<file path="src/hdl/hrfl_pkg.sv">
// Shared types and constants for the HEX record flash loader.
// Used by the controller, the datapath and the top level.
`timescale 1ns / 1ps
package hrfl_pkg;

  localparam int STORE_BYTES = 32;
  localparam int IDX_W       = 5;
  localparam int CNT_W       = 6;
  localparam logic [7:0] MAX_LEN = 8'd25;

  localparam logic [7:0] REC_DATA = 8'h00;
  localparam logic [7:0] REC_EOF  = 8'h01;
  localparam logic [7:0] REC_EXT  = 8'h04;
  localparam logic [7:0] PAD_BYTE = 8'hFF;
  localparam logic [7:0] DW_BYTES = 8'h08;

  localparam logic [1:0] KIND_ACK   = 2'd0;
  localparam logic [1:0] KIND_NACK  = 2'd1;
  localparam logic [1:0] KIND_WRITE = 2'd2;

  typedef enum logic [2:0] {
    ST_IDLE,
    ST_FIN,
    ST_FLUSH,
    ST_FLUSH_EOF,
    ST_ACK,
    ST_ACK_DONE,
    ST_NACK
  } state_t;

  typedef struct packed {
    logic take;
    logic commit;
    logic set_ext;
    logic pad;
    logic emit_write;
    logic emit_ack;
    logic emit_nack;
    logic done_flag;
    logic clear;
  } cmd_t;

  typedef struct packed {
    logic       timeout_nack;
    logic       completes;
    logic       sum_ok;
    logic [7:0] rec_type;
    logic       count_nz;
    logic       can_flush;
    logic       out_free;
  } status_t;

endpackage

</file>
<file path="src/hdl/hrfl_ctrl.sv">
// Controller state machine of the HEX record flash loader.
// Depends on hrfl_pkg; drives the datapath through cmd_t and reads status_t.
`timescale 1ns / 1ps
module hrfl_ctrl (
  input  logic             clk,
  input  logic             rst_n,
  input  logic             in_valid,
  output logic             in_ready,
  input  hrfl_pkg::status_t st,
  output hrfl_pkg::cmd_t    cmd
);
  import hrfl_pkg::*;

  state_t state_r, state_nxt;

  always_ff @(posedge clk) begin
    if (!rst_n) begin
      state_r <= ST_IDLE;
    end else begin
      state_r <= state_nxt;
    end
  end

  always_comb begin
    state_nxt = state_r;
    cmd       = '0;
    in_ready  = 1'b0;
    case (state_r)
      ST_IDLE: begin
        in_ready = 1'b1;
        if (in_valid) begin
          cmd.take = 1'b1;
          if (st.timeout_nack) begin
            state_nxt = ST_NACK;
          end else if (st.completes) begin
            state_nxt = ST_FIN;
          end
        end
      end
      ST_FIN: begin
        if (!st.sum_ok) begin
          state_nxt = ST_NACK;
        end else if (st.rec_type == REC_DATA) begin
          cmd.commit = 1'b1;
          state_nxt  = ST_FLUSH;
        end else if (st.rec_type == REC_EXT) begin
          cmd.set_ext = 1'b1;
          state_nxt   = ST_ACK;
        end else if (st.rec_type == REC_EOF) begin
          if (st.count_nz) begin
            cmd.pad   = 1'b1;
            state_nxt = ST_FLUSH_EOF;
          end else begin
            state_nxt = ST_ACK_DONE;
          end
        end else begin
          state_nxt = ST_ACK;
        end
      end
      ST_FLUSH, ST_FLUSH_EOF: begin
        if (st.can_flush) begin
          if (st.out_free) begin
            cmd.emit_write = 1'b1;
          end
        end else begin
          state_nxt = (state_r == ST_FLUSH_EOF) ? ST_ACK_DONE : ST_ACK;
        end
      end
      ST_ACK: begin
        if (st.out_free) begin
          cmd.emit_ack = 1'b1;
          state_nxt    = ST_IDLE;
        end
      end
      ST_ACK_DONE: begin
        if (st.out_free) begin
          cmd.emit_ack  = 1'b1;
          cmd.done_flag = 1'b1;
          cmd.clear     = 1'b1;
          state_nxt     = ST_IDLE;
        end
      end
      ST_NACK: begin
        if (st.out_free) begin
          cmd.emit_nack = 1'b1;
          state_nxt     = ST_IDLE;
        end
      end
      default: begin
        state_nxt = ST_IDLE;
      end
    endcase
  end

endmodule

</file>
<file path="src/hdl/hrfl_dp.sv">
// Datapath of the HEX record flash loader: record parsing, pending store,
// address registers and the output register. Depends on hrfl_pkg.
`timescale 1ns / 1ps
module hrfl_dp (
  input  logic              clk,
  input  logic              rst_n,
  input  hrfl_pkg::cmd_t    cmd,
  output hrfl_pkg::status_t st,
  input  logic [7:0]        in_rx_byte,
  input  logic              in_is_timeout,
  input  logic              cfg_valid,
  input  logic [31:0]       cfg_erased_limit,
  output logic              out_valid,
  input  logic              out_ready,
  output logic [1:0]        out_reply_kind,
  output logic [31:0]       out_flash_address,
  output logic [63:0]       out_flash_data,
  output logic              out_session_done,
  output logic              out_last
);
  import hrfl_pkg::*;

  logic [4:0]  pos_r, pos_nxt;
  logic        overlong_r, overlong_nxt;
  logic [7:0]  len_r, ah_r, al_r, type_r, b4_r, b5_r, sum_r;
  logic [15:0] ext_r, ext_nxt;
  logic [31:0] addr_r, addr_nxt;
  logic [31:0] limit_r;
  logic [CNT_W-1:0] count_r, count_nxt;
  logic [7:0]  store_r [STORE_BYTES];
  logic [7:0]  store_nxt [STORE_BYTES];
  logic        ov_r;
  logic [1:0]  kind_r;
  logic [31:0] oaddr_r;
  logic [63:0] odata_r;
  logic        odone_r, olast_r;

  logic        byte_path;
  logic [8:0]  rec_total;
  logic [6:0]  wr_idx;
  logic [6:0]  round_up;
  logic [6:0]  commit_sum;
  logic [CNT_W-1:0] pad_end;
  logic [63:0] dword;
  logic        load;

  assign byte_path  = cmd.take && !in_is_timeout && !overlong_r && (pos_r != 5'd0);
  assign rec_total  = {1'b0, len_r} + 9'd5;
  assign wr_idx     = {1'b0, count_r} + {2'b00, pos_r} - 7'd4;
  assign round_up   = ({1'b0, count_r} + 7'd7) & ~7'd7;
  assign pad_end    = (round_up > 7'(STORE_BYTES)) ? CNT_W'(STORE_BYTES) : round_up[CNT_W-1:0];
  assign commit_sum = {1'b0, count_r} + len_r[6:0];

  always_comb begin
    dword = '0;
    for (int b = 0; b < 8; b++) begin
      dword[b*8 +: 8] = store_r[b];
    end
  end

  always_comb begin
    st.timeout_nack = in_is_timeout && ((pos_r != 5'd0) || overlong_r);
    st.completes    = !in_is_timeout && !overlong_r && (pos_r != 5'd0) &&
                      ({4'd0, pos_r} + 9'd1 >= rec_total);
    st.sum_ok       = (sum_r == 8'd0);
    st.rec_type     = type_r;
    st.count_nz     = (count_r != '0);
    st.can_flush    = (count_r >= CNT_W'(DW_BYTES)) &&
                      ({1'b0, addr_r} + 33'({DW_BYTES}) < {1'b0, limit_r});
    st.out_free     = !ov_r || out_ready;
  end

  always_comb begin
    pos_nxt      = pos_r;
    overlong_nxt = overlong_r;
    ext_nxt      = ext_r;
    addr_nxt     = addr_r;
    count_nxt    = count_r;
    for (int i = 0; i < STORE_BYTES; i++) begin
      store_nxt[i] = store_r[i];
    end
    if (cmd.take) begin
      if (in_is_timeout) begin
        pos_nxt      = 5'd0;
        overlong_nxt = 1'b0;
      end else if (!overlong_r) begin
        if (pos_r == 5'd0) begin
          if (in_rx_byte > MAX_LEN) begin
            overlong_nxt = 1'b1;
          end else begin
            pos_nxt = 5'd1;
          end
        end else if (st.completes) begin
          pos_nxt = 5'd0;
        end else begin
          pos_nxt = pos_r + 5'd1;
        end
      end
    end
    if (byte_path && pos_r >= 5'd4 && wr_idx < 7'(STORE_BYTES)) begin
      store_nxt[wr_idx[IDX_W-1:0]] = in_rx_byte;
    end
    if (cmd.commit) begin
      if (count_r == '0) begin
        addr_nxt = {ext_r, ah_r, al_r};
      end
      count_nxt = (commit_sum > 7'(STORE_BYTES)) ? CNT_W'(STORE_BYTES) : commit_sum[CNT_W-1:0];
    end
    if (cmd.set_ext) begin
      ext_nxt = {b4_r, b5_r};
    end
    if (cmd.pad) begin
      for (int i = 0; i < STORE_BYTES; i++) begin
        if (CNT_W'(i) >= count_r && CNT_W'(i) < pad_end) begin
          store_nxt[i] = PAD_BYTE;
        end
      end
      count_nxt = pad_end;
    end
    if (cmd.emit_write) begin
      for (int i = 0; i < STORE_BYTES - 8; i++) begin
        store_nxt[i] = store_r[i+8];
      end
      count_nxt = count_r - CNT_W'(DW_BYTES);
      addr_nxt  = addr_r + 32'(DW_BYTES);
    end
    if (cmd.clear) begin
      pos_nxt      = 5'd0;
      overlong_nxt = 1'b0;
      ext_nxt      = '0;
      addr_nxt     = '0;
      count_nxt    = '0;
    end
  end

  assign load = cmd.emit_write || cmd.emit_ack || cmd.emit_nack;

  always_ff @(posedge clk) begin
    if (!rst_n) begin
      pos_r      <= '0;
      overlong_r <= 1'b0;
      ext_r      <= '0;
      addr_r     <= '0;
      count_r    <= '0;
      limit_r    <= '0;
      ov_r       <= 1'b0;
    end else begin
      pos_r      <= pos_nxt;
      overlong_r <= overlong_nxt;
      ext_r      <= ext_nxt;
      addr_r     <= addr_nxt;
      count_r    <= count_nxt;
      if (cfg_valid) begin
        limit_r <= cfg_erased_limit;
      end
      if (load) begin
        ov_r <= 1'b1;
      end else if (out_ready) begin
        ov_r <= 1'b0;
      end
    end
  end

  always_ff @(posedge clk) begin
    for (int i = 0; i < STORE_BYTES; i++) begin
      store_r[i] <= store_nxt[i];
    end
    if (cmd.take && !in_is_timeout && !overlong_r) begin
      if (pos_r == 5'd0) begin
        len_r <= in_rx_byte;
        sum_r <= in_rx_byte;
      end else begin
        sum_r <= sum_r + in_rx_byte;
        case (pos_r)
          5'd1:    ah_r   <= in_rx_byte;
          5'd2:    al_r   <= in_rx_byte;
          5'd3:    type_r <= in_rx_byte;
          5'd4:    b4_r   <= in_rx_byte;
          5'd5:    b5_r   <= in_rx_byte;
          default: ;
        endcase
      end
    end
    if (load) begin
      kind_r  <= cmd.emit_write ? KIND_WRITE : (cmd.emit_ack ? KIND_ACK : KIND_NACK);
      oaddr_r <= cmd.emit_write ? addr_r : 32'd0;
      odata_r <= cmd.emit_write ? dword : 64'd0;
      odone_r <= cmd.done_flag;
      olast_r <= !cmd.emit_write;
    end
  end

  assign out_valid         = ov_r;
  assign out_reply_kind    = kind_r;
  assign out_flash_address = oaddr_r;
  assign out_flash_data    = odata_r;
  assign out_session_done  = odone_r;
  assign out_last          = olast_r;

endmodule

</file>
<file path="src/hdl/hex_record_flash_loader.sv">
// HEX record flash loader, top level.
// Received bytes enter on the in_ channel, one word per byte or timeout event.
// in_is_timeout marks an inter-byte timeout; in_rx_byte is then ignored.
// Each completed record yields zero or more flash doubleword writes and then
// one ACK or NACK word on the out_ channel; out_last marks that final word.
// A timeout in mid-record yields a single NACK; an idle timeout yields nothing.
// A byte is taken only while the controller is idle. A completed
// record passes through decoding, one flush step per flash write, leaving
// the flush and the reply, after which the input is ready again; an output
// stall can hold the flush and reply steps.
// The output register lets a new byte be taken while the last result waits.
// When the receiver stalls, the controller holds in its flush or reply state.
// cfg_erased_limit is written whenever cfg_valid is high; cfg_ready is always
// high. Writes go only while address + 8 is below the limit.
// Synchronous reset clears the session, the limit and the output register.
// Depends on hrfl_pkg, hrfl_ctrl and hrfl_dp.
`timescale 1ns / 1ps
module hex_record_flash_loader (
  input  logic        clk,
  input  logic        rst_n,
  input  logic        in_valid,
  output logic        in_ready,
  input  logic [7:0]  in_rx_byte,
  input  logic        in_is_timeout,
  output logic        out_valid,
  input  logic        out_ready,
  output logic [1:0]  out_reply_kind,
  output logic [31:0] out_flash_address,
  output logic [63:0] out_flash_data,
  output logic        out_session_done,
  output logic        out_last,
  input  logic        cfg_valid,
  output logic        cfg_ready,
  input  logic [31:0] cfg_erased_limit
);
  import hrfl_pkg::*;

  cmd_t    cmd;
  status_t st;

  assign cfg_ready = 1'b1;

  hrfl_ctrl u_ctrl (
    .clk      (clk),
    .rst_n    (rst_n),
    .in_valid (in_valid),
    .in_ready (in_ready),
    .st       (st),
    .cmd      (cmd)
  );

  hrfl_dp u_dp (
    .clk               (clk),
    .rst_n             (rst_n),
    .cmd               (cmd),
    .st                (st),
    .in_rx_byte        (in_rx_byte),
    .in_is_timeout     (in_is_timeout),
    .cfg_valid         (cfg_valid),
    .cfg_erased_limit  (cfg_erased_limit),
    .out_valid         (out_valid),
    .out_ready         (out_ready),
    .out_reply_kind    (out_reply_kind),
    .out_flash_address (out_flash_address),
    .out_flash_data    (out_flash_data),
    .out_session_done  (out_session_done),
    .out_last          (out_last)
  );

endmodule

</file>
<file path="config.mk">
export PLATFORM = sky130hd
export DESIGN_NAME = hex_record_flash_loader
export DESIGN_NICKNAME = d
export VERILOG_FILES = /design/src/hdl/hrfl_pkg.sv /design/src/hdl/hrfl_ctrl.sv /design/src/hdl/hrfl_dp.sv /design/src/hdl/hex_record_flash_loader.sv
export SDC_FILE = /design/constraint.sdc
export NUM_CORES = 1
export LEC_CHECK = 0
export ABC_AREA = 1
export BUFFER_PORTS_ARGS = -buffer_cell sky130_fd_sc_hd__buf_4
export CAP_MARGIN = 20
export CORE_ASPECT_RATIO = 0.5
export CORE_MARGIN = 4
export CORE_UTILIZATION = 51
export DETAILED_ROUTE_END_ITERATION = 10
export GPL_TIMING_DRIVEN = 0
export PLACE_DENSITY = 0.75
export SETUP_SLACK_MARGIN = 0.15
export SYNTH_ARGS = -nofsm -noshare
export SYNTH_HDL_FRONTEND = slang
export SYNTH_HIERARCHICAL = 1
export SYNTH_SLANG_ARGS = --single-unit
</file>
<file path="constraint.sdc">
create_clock -name clk -period 5.7 [get_ports clk]
set_input_delay 0.855 -clock clk [delete_from_list [all_inputs] [get_ports clk]]
set_output_delay 0.855 -clock clk [all_outputs]
set_load 0.01 [all_outputs]
</file>
==> summary.md <==
| Metric | Value |
|---|---|
| Num rows | `57` |
| Crit Path Class | `reg -> reg` |
| Num ports | `149` |
| Critical Path AT | `approximately 5700 ps` |
| Post-DP HPWL | `59.6 mm` |
| Seq/Total Area, Yosys | `0.458` |
| Unrepaired setup endpoints after global routing | `false` |
| Ant diodes | `0` |
| Class of the worst hold path | `reg -> reg` |
| Vias per std cell | `5.58` |
| Layout cells sized above 1 | `0.135` |
| DIE AREA | `between 50000 and 60000 sq um` |
| First-pass iteration count of the detailed router | `6` |
| Final min period | `approximately 5200 ps` |
| GRT overflow | `0` |
| Static leakage | `between 0.01 and 0.015 uW` |
| Die H | `167 um` |
| CTS HTree Levels | `2` |
| Num CTS Buffers | `46` |
| DP Cell Count | `about 4200` |
| Worst EP required | `slightly above 6000 ps` |
| Placement Cell Area | `27600 sq um` |
| Placer Congestion | `1.00` |
| Routed wire length | `81.5 mm` |
| Worst setup margin | `502 ps` |
| Worst-margin pin slew | `roughly 1200 ps` |
| CTS tree | `built` |
| Vias in the first global route | `22500` |
| Pin count of the biggest net entering global routing | `46` |
| Status | `complete, no violations` |
| Relative slew slack | `0.208` |
| Synth cell count leaders | `936 x nand2_1, 462 x inv_1, 352 x dfxtp_1` |
| Max rail drop VDD | `0.000170 V` |
| Final Hold Viols | `0` |
| Synth top area share | `0.275` |
| Drc violations | `0` |
| Routed WL per cell | `19.1 um` |
| Number of max-cap violations | `0` |
| Ys async rst share | `0` |
| Crit end category | `flop` |
| CP Launch Type | `flop` |
| Register bit total from synthesis | `508` |
| Bufs on Longest Clock Path | `3` |
| Post-route cell area | `29100 sq um` |
| Number of synthesized flops with an enable pin | `156` |
| CP max FO | `10` |
| Most common cell in the synthesized netlist | `nand2_1` |
| Clock Skews | `25.2 ps` |
| DR iter-0 viols | `approximately 2700` |
| Antenna Nets Post-Route | `0` |
| Mapped Cells | `about 3400` |
| Initial core utilization | `0.522` |
| Die Wd | `325 um` |
| First-pass GRT wire length | `125 mm` |
| Non-Filler Instances | `4272` |
| Core ar. | `around 49000 sq um` |
| IO Port Bufs | `roughly 150` |
| Final setup viols | `0` |
| Initial antenna violation count | `3` |
| TNS Setup | `0 ps` |
| Synth warn | `6` |
| Area contributors post-synth | `dfxtp_1 27%, edfxtp_1 18%, nand2_1 14%, inv_1 6.8%, nand4_1 5.2%` |
| Clock sinks | `508` |
| Layout area overhead | `13.7%` |
| Clock Latency Late Sink | `600 ps` |
| Ys flop type | `dfxtp_1` |
| Place WS | `-1170 ps` |
| Post-synth top area cell | `dfxtp_1` |
| Fmax achieved | `0.192 GHz` |
| Reg2Reg Setup Slack | `500 ps` |
| Clock root buffer | `clkbuf_16` |
| Slew Viols, Final | `0` |
| # hold bufs at CTS | `0` |
| Synthesized area | `25600 sq um` |
| Power per cell area | `262 nW/um^2` |
| Nets@finish | `3706` |
| Total GRT Usage | `0.292` |
| Clock slew at reported path FFs | `70 ps` |
| Post-synthesis average cell area | `7.58 sq um` |
| Post-synthesis cell type count | `46` |
| Vias | `23800` |
| Syn Nets | `roughly 3500` |
| Ratio of final minimum period to clock period | `0.912` |
## logic make-up (layout without fill, tap and decap cells)
| kind of cell | count (synthesis) | after routing | share of synthesized area |
|---|---|---|---|
| AOI/OAI and AO/OA | 314 | 314 | 0.0707 |
| other | 1 | 1 | 0.000146 |
| xor gates and xnor gates | 28 | 28 | 0.00957 |
| DFF | 508 | 508 | 0.458 |
| buffers and inverters | 645 | 884 | 0.101 |
| adders and majority gates | 74 | 74 | 0.0370 |
| and+or+nand+nor | 1814 | 1814 | 0.324 |
## critical path, cell delays in order, from the launching register on
cell      delay, ps
dfxtp_1         460
ha_1            330
nand2_1          80
nor2_1          260
nand2_1         110
nor2_1          170
inv_1           100
nor3_1          280
xor2_1          170
inv_1            80
ha_1            180
a21oi_1         120
o21ai_0          90
nand4_1         100
nand3_1          90
nor2_1           90
nand3_1         200
nor2_1          190
nand3_1         170
nor2_4          210
clkbuf_4        290
clkbuf_8        290
buf_1           700
nand2_1         170
a21oi_1         150
## placed cells by master, fill, tap and decap left out, types with 8 or more instances in the layout
cell type / n
clkbuf_1: 119
inv_1: 461
xor2_1: 22
buf_6: 9
edfxtp_1: 156
o21ai_0: 105
nor2_2: 9
dfxtp_1: 352
a21oi_1: 110
clkinv_2: 8
ha_1: 71
nor2_1: 194
buf_2: 23
a31oi_1: 11
nand3_1: 241
clkbuf_16: 46
buf_1: 8
buf_4: 170
o211ai_1: 56
nand2_1: 936
nand3_2: 11
nand4_1: 212
nor3_1: 23
or2_2: 156
## area by class of cell
type	instances	area, sq um
timing repair inverter	1	7.51
tap	649	812
inverter	471	1770
buffer	174	848
clock inverter	20	178
sequential	508	11700
timing repair buffer	153	1180
fill	4513	19900
clock buffer	65	1280
multi-input combinational	2231	11300
## repair_timing
item                       4_1_cts  5_1_grt
setup endpoints to repair      222      141
buffers inserted                 1        0
cloned                           1        0
resized for setup                7       14
## power by group
group	switching (uW)	internal (uW)	leakage [uW]
Combinational	426	211	0.00917
Clock	1430	1670	0.000723
Sequential	60.4	3850	0.00417
Total	1920	5730	0.0141
## registers in the layout (all words and copies together), names as in the netlist, 8 cells and up
| register | count |
|---|---|
| u_dp/addr_r | 32 |
| u_dp/ah_r | 8 |
| u_dp/al_r | 8 |
| u_dp/b4_r | 8 |
| u_dp/b5_r | 8 |
| u_dp/ext_r | 16 |
| u_dp/len_r | 8 |
| u_dp/limit_r | 32 |
| u_dp/out_flash_address | 32 |
| u_dp/out_flash_data | 64 |
| u_dp/store_r | 256 |
| u_dp/sum_r | 8 |
| u_dp/type_r | 8 |
## worst paths after layout
kind	depth (start not counted)	end	start
max	24	u_dp/addr_r[18]$_SDFFE_PP0P_	u_dp/addr_r[3]$_SDFFE_PP0P_
min	2	u_dp/store_r[0][2]$_DFF_P_	u_dp/store_r[0][66]$_DFF_P_
max reg2reg	24	u_dp/addr_r[18]$_SDFFE_PP0P_	u_dp/addr_r[3]$_SDFFE_PP0P_
min reg2reg	2	u_dp/store_r[0][2]$_DFF_P_	u_dp/store_r[0][66]$_DFF_P_
## per-stage QoR
step | utilization | power, uW | hold slack [ps]
after CTS | 0.593 | 7670 | 454
after global placement | 0.562 | 4590 | 435
after detailed placement | 0.563 | 4600 | 441
after global routing | 0.594 | 7920 | 466
after floorplan | - | 4330 | 425
final | 0.594 | 7640 | 452
## per-layer routing
layer,vias up,routed length [um],part of all wire,track usage
met1,11100,33700,0.41,0.379
met4,4,3210,0.039,0.103
met2,1098,36600,0.45,0.482
li1,11400,-,-,-
met5,-,20,0.00025,0
met3,236,7940,0.097,0.0636
(Power assumes the default switching activity.)
